==> config.mk <==
export PLATFORM = sky130hd
export DESIGN_NAME = sof_length_frame_deframer
export DESIGN_NICKNAME = d
export VERILOG_FILES = /design/src/sv/slfd_pkg.sv /design/src/sv/slfd_front.sv /design/src/sv/slfd_back.sv /design/src/sv/sof_length_frame_deframer.sv
export VERILOG_INCLUDE_DIRS = /design/src /design/src/sv
export SDC_FILE = /design/constraint.sdc
export NUM_CORES = 1
export LEC_CHECK = 0
export ABC_CLOCK_PERIOD_IN_PS = 5100
export BUFFER_PORTS_ARGS = -buffer_cell sky130_fd_sc_hd__buf_2
export CAP_MARGIN = 20
export CORE_ASPECT_RATIO = 1.75
export CORE_MARGIN = 5
export CORE_UTILIZATION = 40
export DETAILED_ROUTE_END_ITERATION = 10
export GPL_ROUTABILITY_DRIVEN = 0
export GPL_TIMING_DRIVEN = 1
export SETUP_SLACK_MARGIN = 0.1
export SYNTH_ARGS = -nofsm -noshare
export SYNTH_HDL_FRONTEND = slang
export SYNTH_SLANG_ARGS = --single-unit
==> constraint.sdc <==
create_clock -name clk -period 5.1 [get_ports clk]
set_input_delay 0.255 -clock clk [delete_from_list [all_inputs] [get_ports clk]]
set_output_delay 0.255 -clock clk [all_outputs]
set_load 0.01 [all_outputs]
==> src/sv/sof_length_frame_deframer_assert.svh <==
// assertion macros shared by the deframer modules
// expects clk and rst_n in the scope of each use
`ifndef SOF_LENGTH_FRAME_DEFRAMER_ASSERT_SVH
`define SOF_LENGTH_FRAME_DEFRAMER_ASSERT_SVH

// same-cycle implication, checked outside reset
`define SLFD_ASSERT_IMPL(label, ante, cons) \
  label: assert property (@(posedge clk) disable iff (!rst_n) (ante) |-> (cons)) \
    else $error("slfd assertion failed");

// next-cycle implication, checked outside reset
`define SLFD_ASSERT_NEXT(label, ante, cons) \
  label: assert property (@(posedge clk) disable iff (!rst_n) (ante) |=> (cons)) \
    else $error("slfd assertion failed");

`endif

==> src/sv/slfd_pkg.sv <==
// types and constants for the sof/length frame deframer
// no dependencies
`timescale 1ns / 1ps
`default_nettype none

package slfd_pkg;

  // input item command codes
  localparam logic CMD_BYTE  = 1'b0;
  localparam logic CMD_CLEAR = 1'b1;

  // result kinds
  localparam logic KIND_DATA    = 1'b0;
  localparam logic KIND_SUMMARY = 1'b1;

  // start-of-frame pair
  localparam logic [7:0] SOF_FIRST  = 8'h11;
  localparam logic [7:0] SOF_SECOND = 8'hEF;

  // header bytes rescanned after a bad length (bytes 2..7)
  localparam logic [2:0] REPLAY_BYTES = 3'd6;

  // depth of the queue between front and back
  localparam int QDEPTH = 2;

  typedef struct packed {
    logic       command;
    logic [7:0] rx_byte;
  } in_item_t;

  typedef struct packed {
    logic        kind;
    logic [7:0]  data_byte;
    logic [8:0]  data_index;
    logic [15:0] resp_command;
    logic [7:0]  resp_status;
    logic [9:0]  data_length;
    logic        last;
  } out_item_t;

  typedef enum logic {
    ITEM_BYTE,
    ITEM_CLEAR
  } q_kind_t;

  // classified item as it sits in the queue
  typedef struct packed {
    q_kind_t    kind;
    logic [7:0] rx_byte;
  } q_item_t;

endpackage

`default_nettype wire

==> src/sv/slfd_front.sv <==
// front end: accepts items, classifies them and queues them for the parser
// depends on slfd_pkg and the assertion macro header
`timescale 1ns / 1ps
`default_nettype none
`include "sof_length_frame_deframer_assert.svh"

module slfd_front (
  input  wire                 clk,
  input  wire                 rst_n,
  input  wire                 in_valid,
  output logic                in_stall,
  input  slfd_pkg::in_item_t  in_item,
  output logic                q_valid,
  output slfd_pkg::q_item_t   q_item,
  input  wire                 q_pop
);
  import slfd_pkg::*;

  localparam int PTR_W = $clog2(QDEPTH);
  localparam int CNT_W = $clog2(QDEPTH + 1);

  q_item_t            q_mem_r [QDEPTH];
  logic [PTR_W-1:0]   wr_ptr_r, wr_ptr_nxt;
  logic [PTR_W-1:0]   rd_ptr_r, rd_ptr_nxt;
  logic [CNT_W-1:0]   cnt_r, cnt_nxt;
  logic               push;
  q_item_t            push_item;

  assign in_stall = (cnt_r == CNT_W'(QDEPTH));
  assign push     = in_valid && !in_stall;
  assign q_valid  = (cnt_r != '0);
  assign q_item   = q_mem_r[rd_ptr_r];

  always_comb begin
    push_item.kind    = (in_item.command == CMD_CLEAR) ? ITEM_CLEAR : ITEM_BYTE;
    push_item.rx_byte = in_item.rx_byte;
    wr_ptr_nxt = push ? wr_ptr_r + 1'b1 : wr_ptr_r;
    rd_ptr_nxt = q_pop ? rd_ptr_r + 1'b1 : rd_ptr_r;
    cnt_nxt    = cnt_r;
    if (push && !q_pop) begin
      cnt_nxt = cnt_r + 1'b1;
    end else if (!push && q_pop) begin
      cnt_nxt = cnt_r - 1'b1;
    end
  end

  always_ff @(posedge clk) begin
    if (!rst_n) begin
      wr_ptr_r <= '0;
      rd_ptr_r <= '0;
      cnt_r    <= '0;
    end else begin
      wr_ptr_r <= wr_ptr_nxt;
      rd_ptr_r <= rd_ptr_nxt;
      cnt_r    <= cnt_nxt;
    end
  end

  always_ff @(posedge clk) begin
    if (push) begin
      q_mem_r[wr_ptr_r] <= push_item;
    end
  end

  `SLFD_ASSERT_IMPL(a_pop_needs_item, q_pop, q_valid)
  `SLFD_ASSERT_NEXT(a_fill_grows, push && !q_pop, cnt_r == $past(cnt_r) + 1'b1)
  `SLFD_ASSERT_NEXT(a_drain_shrinks, q_pop && !push, cnt_r == $past(cnt_r) - 1'b1)

endmodule

`default_nettype wire

==> src/sv/slfd_back.sv <==
// back end: frame parser with header replay and the result register
// depends on slfd_pkg and the assertion macro header
`timescale 1ns / 1ps
`default_nettype none
`include "sof_length_frame_deframer_assert.svh"

module slfd_back #(
  parameter int MAX_DATA = 512
) (
  input  wire                 clk,
  input  wire                 rst_n,
  input  wire                 q_valid,
  input  slfd_pkg::q_item_t   q_item,
  output logic                q_pop,
  output logic                out_valid,
  input  wire                 out_stall,
  output slfd_pkg::out_item_t out_item
);
  import slfd_pkg::*;

  localparam int LEN_W = $clog2(MAX_DATA + 1);
  localparam int SR_W  = 8 * int'(REPLAY_BYTES);

  // header byte positions
  localparam logic [2:0] HP_CMD_HI = 3'd2;
  localparam logic [2:0] HP_CMD_LO = 3'd3;
  localparam logic [2:0] HP_SKIP   = 3'd4;
  localparam logic [2:0] HP_STATUS = 3'd5;
  localparam logic [2:0] HP_LEN_HI = 3'd6;
  localparam logic [2:0] HP_LEN_LO = 3'd7;

  typedef enum logic [2:0] {
    PH_HUNT1,
    PH_HUNT2,
    PH_HEADER,
    PH_HCSUM,
    PH_BODY
  } phase_t;

  phase_t           phase_r, phase_nxt;
  logic [2:0]       hpos_r, hpos_nxt;
  logic [15:0]      cmd_r, cmd_nxt;
  logic [7:0]       skip_r, skip_nxt;
  logic [7:0]       status_r, status_nxt;
  logic [7:0]       len_hi_r, len_hi_nxt;
  logic [LEN_W-1:0] len_r, len_nxt;
  logic [LEN_W-1:0] idx_r, idx_nxt;
  logic [2:0]       replay_cnt_r, replay_cnt_nxt;
  logic [SR_W-1:0]  replay_sr_r, replay_sr_nxt;
  logic             out_valid_r, out_valid_nxt;
  out_item_t        out_item_r, out_item_nxt;

  logic        go;
  logic        replaying;
  logic        step;
  logic        is_clear;
  logic [7:0]  b;
  logic [15:0] len_full;

  assign go        = !out_valid_r || !out_stall;
  assign replaying = (replay_cnt_r != '0);
  assign q_pop     = q_valid && go && !replaying;
  assign step      = q_pop || replaying;
  assign is_clear  = !replaying && (q_item.kind == ITEM_CLEAR);
  assign b         = replaying ? replay_sr_r[SR_W-1 -: 8] : q_item.rx_byte;
  assign len_full  = {len_hi_r, b};

  assign out_valid = out_valid_r;
  assign out_item  = out_item_r;

  always_comb begin
    phase_nxt      = phase_r;
    hpos_nxt       = hpos_r;
    cmd_nxt        = cmd_r;
    skip_nxt       = skip_r;
    status_nxt     = status_r;
    len_hi_nxt     = len_hi_r;
    len_nxt        = len_r;
    idx_nxt        = idx_r;
    replay_cnt_nxt = replay_cnt_r;
    replay_sr_nxt  = replay_sr_r;
    out_valid_nxt  = out_valid_r && out_stall;
    out_item_nxt   = out_item_r;

    if (replaying) begin
      replay_cnt_nxt = replay_cnt_r - 1'b1;
      replay_sr_nxt  = {replay_sr_r[SR_W-9:0], 8'h00};
    end

    if (step) begin
      if (is_clear) begin
        phase_nxt = PH_HUNT1;
      end else begin
        case (phase_r)
          PH_HUNT1: begin
            if (b == SOF_FIRST) begin
              phase_nxt = PH_HUNT2;
            end
          end
          PH_HUNT2: begin
            if (b == SOF_SECOND) begin
              phase_nxt = PH_HEADER;
              hpos_nxt  = HP_CMD_HI;
            end else if (b != SOF_FIRST) begin
              phase_nxt = PH_HUNT1;
            end
          end
          PH_HEADER: begin
            hpos_nxt = hpos_r + 1'b1;
            case (hpos_r)
              HP_CMD_HI: cmd_nxt[15:8] = b;
              HP_CMD_LO: cmd_nxt[7:0]  = b;
              HP_SKIP:   skip_nxt      = b;
              HP_STATUS: status_nxt    = b;
              HP_LEN_HI: len_hi_nxt    = b;
              HP_LEN_LO: begin
                if (len_full > 16'(MAX_DATA)) begin
                  // bad length: drop the start pair, rescan bytes 2..7
                  phase_nxt      = PH_HUNT1;
                  replay_cnt_nxt = REPLAY_BYTES;
                  replay_sr_nxt  = {cmd_r, skip_r, status_r, len_hi_r, b};
                end else begin
                  len_nxt   = LEN_W'(len_full);
                  phase_nxt = PH_HCSUM;
                end
              end
              default: ;
            endcase
          end
          PH_HCSUM: begin
            phase_nxt = PH_BODY;
            idx_nxt   = '0;
          end
          PH_BODY: begin
            out_valid_nxt             = 1'b1;
            out_item_nxt.resp_command = cmd_r;
            out_item_nxt.resp_status  = status_r;
            out_item_nxt.data_length  = 10'(len_r);
            if (idx_r < len_r) begin
              out_item_nxt.kind       = KIND_DATA;
              out_item_nxt.data_byte  = b;
              out_item_nxt.data_index = 9'(idx_r);
              out_item_nxt.last       = 1'b0;
              idx_nxt                 = idx_r + 1'b1;
            end else begin
              out_item_nxt.kind       = KIND_SUMMARY;
              out_item_nxt.data_byte  = 8'h00;
              out_item_nxt.data_index = 9'd0;
              out_item_nxt.last       = 1'b1;
              phase_nxt               = PH_HUNT1;
            end
          end
          default: phase_nxt = PH_HUNT1;
        endcase
      end
    end
  end

  always_ff @(posedge clk) begin
    if (!rst_n) begin
      phase_r      <= PH_HUNT1;
      replay_cnt_r <= '0;
      out_valid_r  <= 1'b0;
    end else begin
      phase_r      <= phase_nxt;
      replay_cnt_r <= replay_cnt_nxt;
      out_valid_r  <= out_valid_nxt;
    end
    hpos_r      <= hpos_nxt;
    cmd_r       <= cmd_nxt;
    skip_r      <= skip_nxt;
    status_r    <= status_nxt;
    len_hi_r    <= len_hi_nxt;
    len_r       <= len_nxt;
    idx_r       <= idx_nxt;
    replay_sr_r <= replay_sr_nxt;
    out_item_r  <= out_item_nxt;
  end

  `SLFD_ASSERT_NEXT(a_replay_counts_down, replay_cnt_r != '0,
                    replay_cnt_r == $past(replay_cnt_r) - 1'b1)
  `SLFD_ASSERT_NEXT(a_replay_no_result, replay_cnt_r != '0,
                    out_valid_r == ($past(out_valid_r) && $past(out_stall)))
  `SLFD_ASSERT_IMPL(a_replay_from_header, $rose(replay_cnt_r != '0),
                    $past(phase_r) == PH_HEADER)
  `SLFD_ASSERT_IMPL(a_index_in_range, phase_r == PH_BODY, idx_r <= len_r)

endmodule

`default_nettype wire

==> src/sv/sof_length_frame_deframer.sv <==
// top level of the sof/length frame deframer: front queue plus parser back end
// depends on slfd_pkg, slfd_front and slfd_back
`timescale 1ns / 1ps
`default_nettype none

// channel   dir   handshake           payload
// in_       in    in_valid/in_stall   slfd_pkg::in_item_t  (command, rx_byte)
// out_      out   out_valid/out_stall slfd_pkg::out_item_t (kind .. last)
//
// one item per cycle through the parser while the result register drains and no
//   header replay runs; a length above MAX_DATA makes the same parser rescan the
//   header bytes 2..7 one per cycle, and the queue stalls meanwhile
// a two-entry queue parts the front from the parser, so in_stall rises only when full
// results sit in one output register, held steady while out_stall is high
// reset (rst_n low, synchronous) empties the queue and restarts the start-pair hunt

module sof_length_frame_deframer #(
  parameter int MAX_DATA = 512
) (
  input  wire                 clk,
  input  wire                 rst_n,
  input  wire                 in_valid,
  output logic                in_stall,
  input  slfd_pkg::in_item_t  in_item,
  output logic                out_valid,
  input  wire                 out_stall,
  output slfd_pkg::out_item_t out_item
);
  import slfd_pkg::*;

  // queue between front and back
  logic    q_valid;
  logic    q_pop;
  q_item_t q_item;

  // front: accepts and classifies items
  slfd_front u_front (
    .clk      (clk),
    .rst_n    (rst_n),
    .in_valid (in_valid),
    .in_stall (in_stall),
    .in_item  (in_item),
    .q_valid  (q_valid),
    .q_item   (q_item),
    .q_pop    (q_pop)
  );

  // back: frame parser, header replay and result register
  slfd_back #(
    .MAX_DATA (MAX_DATA)
  ) u_back (
    .clk       (clk),
    .rst_n     (rst_n),
    .q_valid   (q_valid),
    .q_item    (q_item),
    .q_pop     (q_pop),
    .out_valid (out_valid),
    .out_stall (out_stall),
    .out_item  (out_item)
  );

endmodule

`default_nettype wire
==> flow_summary.json <==
{
  "outcome": "finished clean",
  "cts_hold_buf": 3,
  "grt_pass1_wl_mm": 26.0,
  "synth_area_mm2": 0.00754,
  "fin_crit_ps": 3510,
  "met2_usage_pct": 30.3,
  "ys.flop_type": "edfxtp_1",
  "p_comb_share_pct": 20.7,
  "grt_max_degree": 71,
  "synthAdderAreaFrac_pct": 3.15,
  "rows": 66,
  "synth_compound_area_share_pct": 5.84,
  "ys_warn_count": 0,
  "wire_per_inst_um": 18.8,
  "fin_setup_tns_ps": 0,
  "die_h_um": 192,
  "antenna_found_initial": 0,
  "power_frac_seq_pct": 47.2,
  "initial_utilization_pct": 40.6,
  "netlist_instances": 559,
  "place_area_mm2": 0.00811,
  "intPower_w": 0.00271,
  "io_buffers": 67,
  "synth_edf_count": 133,
  "antenna_left": 0,
  "cts_setup_buffers": 0,
  "synth-seq-cells": 193,
  "power.leakage_nw": 3.32,
  "gr-max-usage-layer": "met2",
  "pin_count": 68,
  "grt_pass1_vias": 4625,
  "h-tree-depth": 4,
  "seq_area_frac_synth_pct": 68.9,
  "worst_slew_pin_slew_ps": 922,
  "relSlewSlack_pct": 38.3,
  "skew_ps": 11.8,
  "reg2reg_slack_ps": 1590,
  "clk_pin_slew_ps": 70,
  "cp.required_ps": 5150,
  "use_met1_pct": 16.2,
  "setup_viol": 0,
  "via_count": 4421,
  "drcViolationCount": 0,
  "synth_top_cell_by_area": "edfxtp_1",
  "multi_input_area_mm2": 0.00212,
  "slew_violations": 0,
  "coreArea_mm2": 0.0186,
  "placedCellCount": 848,
  "yosys.area_share.xor_xnor_pct": 1.16,
  "post-route-cell-area_mm2": 0.00871,
  "synth_top_family_by_area": "simple AND/OR/NAND/NOR gates",
  "grt_overflow": 0,
  "syn-mean-instance-area_um2": 13.5,
  "muxShareOfSynthArea_pct": 8.55,
  "cts_resized": 0,
  "crit_path_end_kind": "flop",
  "synth_top_area_share_pct": 53.0,
  "cts_made_buffers": 17,
  "clk_path_buf_depth": 2,
  "yosys.area_share.simple_pct": 9.16,
  "hold_viol": 0,
  "ff_latch_area_mm2": 0.00519,
  "crit_type": "reg2reg",
  "ys_types": 49,
  "power_density_mw_per_mm2": 443,
  "wl_mm": 16.6,
  "clk_latency_ps": 430,
  "routed_via_density": 5.00,
  "drtIter0Drc": 261,
  "grt_setup_unrepaired": "false",
  "root_buffer": "clkbuf_16",
  "grtUsageMet3_pct": 3.31,
  "peakVddDrop_uv": 247,
  "hp-class": "in2reg",
  "die_w_um": 114,
  "cts_sinks": 193,
  "switching_share_pct": 29.7,
  "final_cells": 884,
  "drt_pass1_iterations": 4,
  "antenna_cells": 0,
  "fill_cells": 1669,
  "maxCapViolCount": 0,
  "crit_path_start_kind": "flop",
  "worst_ep_arrival_time_ps": 3560,
  "timing.hold.ws_ps": 22.6,
  "fmax_mhz": 285,
  "syn_nets": 591,
  "crit_path_max_fanout": 13,
  "synth_area_leaders": "edfxtp_1, dfxtp_1, mux2i_1, ha_1, nand2_1",
  "die_area_mm2": 0.0218,
  "dp_hpwl_mm": 12.5,
  "cts_tree": "yes",
  "power_frac_clock_pct": 32.1,
  "syn2layout_area_growth_pct": 15.5,
  "drive_above_1_share_pct": 18.9,
  "p_switching_w": 0.00114,
  "layout.nets": 665,
  "finalCritPeriodShare_pct": 68.8,
  "async_reset_ff_share_pct": 0,
  "track_usage_pct": 16.0
}
==> critical path: stages (launching register included) <==
cell	delay (ps)
dfxtp_1	300
inv_1	110
ha_1	210
nor2b_1	300
buf_4	320
mux2i_1	370
inv_1	220
nor2_1	180
a41o_1	250
nand2_1	110
nor2_1	760
==> power groups by stage <==
stage	Combinational, W	Sequential [W]	Clock [W]
2_1_floorplan	0.000591	0.00184	0
3_3_place_gp	0.000778	0.00185	0
3_5_place_dp	0.000800	0.00186	0
4_1_cts	0.000806	0.00182	0.00127
5_1_grt	0.000855	0.00183	0.00133
6_report	0.000796	0.00182	0.00124
==> flip-flops by register name, summed over array words and instances (netlist names), named ones only <==
signal and flops:
u_back.status_r 8, u_back.len_hi_r 8, u_back.len_r 10, u_back.phase_r 3, u_front.q_mem_r 18, u_front.wr_ptr_r 1
u_back.replay_cnt_r 3, u_back.skip_r 8, u_back.cmd_r 16, u_back.out_valid 1, u_front.cnt_r 2, u_back.replay_sr_r 48
u_back.out_item 52, u_front.rd_ptr_r 1, u_back.hpos_r 3, u_back.idx_r 10
==> through the flow <==
| step | util (%) | setup slack [ps] | power (W) |
|---|---|---|---|
| after floorplan | - | 1320 | 0.00243 |
| after global placement | 43.7 | 1820 | 0.00263 |
| after detailed placement | 43.7 | 1590 | 0.00266 |
| after CTS | 46.8 | 1570 | 0.00390 |
| after global routing | 46.9 | 1330 | 0.00401 |
| final | 46.9 | 1590 | 0.00386 |
==> final timing paths <==
path	start	cells past startpoint	to
worst max-delay path	u_back.replay_cnt_r[0]$_SDFF_PN0_	10	u_back.len_r[8]$_DFFE_PP_
worst min-delay path	in_item[7]	1	u_front.q_mem_r[0][7]$_DFFE_PP_
worst max register to register	u_back.replay_cnt_r[0]$_SDFF_PN0_	10	u_back.len_r[8]$_DFFE_PP_
worst min register to register	u_back.skip_r[7]$_DFFE_PP_	2	u_back.replay_sr_r[31]$_DFF_P_
==> placed cells by master, fill, tap and decap left out, drive strengths merged, types with 3 or more instances in the layout <==
cell type    instances
xor2                 7
and3                 6
mux2i               53
edfxtp             133
ha                  19
nand2b               6
or3                  5
inv                 32
nand4                3
clkinv              11
nor2                38
nand3                5
xnor2                3
dlygate4sd3          3
o21ai               48
buf                 74
nor3                 4
dfxtp               60
mux2                 8
a21oi               15
and2                10
clkbuf              17
nand2               61
==> metal layers <==
layer  share of wire (%)  vias to the layer above
met5                   0                        -
met2                  57                      101
met1                  36                     2142
met4                 3.7                        0
li1                    -                     2152
met3                 3.6                       26
==> final cells by class <==
cell class                      count  share of cell area, %
Clock inverter                     15                   1.49
Clock buffer                       17                   4.89
Tap cell                          238                   3.42
Sequential cell                   193                   59.7
Inverter                           29                   1.25
Multi-Input combinational cell    315                   24.3
Timing Repair Buffer               77                   4.94
==> cell usage after synthesis (6+ instances only) <==
cell / count
inv_1: 26
xor2_1: 7
edfxtp_1: 133
o21ai_1: 13
nor2_1: 38
nand2b_1: 6
and2_1: 10
and3_1: 6
mux2i_1: 50
a21oi_1: 14
ha_1: 19
o21ai_0: 35
buf_4: 7
clkbuf_1: 11
nand2_1: 61
dfxtp_1: 60
==> kinds of logic after synthesis <==
group                      after synthesis
AOI/OAI and AO/OA                       77
xor gates and xnor gates                10
adders and majority gates               19
buffers and inverters                   51
DFF                                    193
muxes                                   61
and+or+nand+nor                        148
Note: power is estimated with default switching activity, not from simulation.
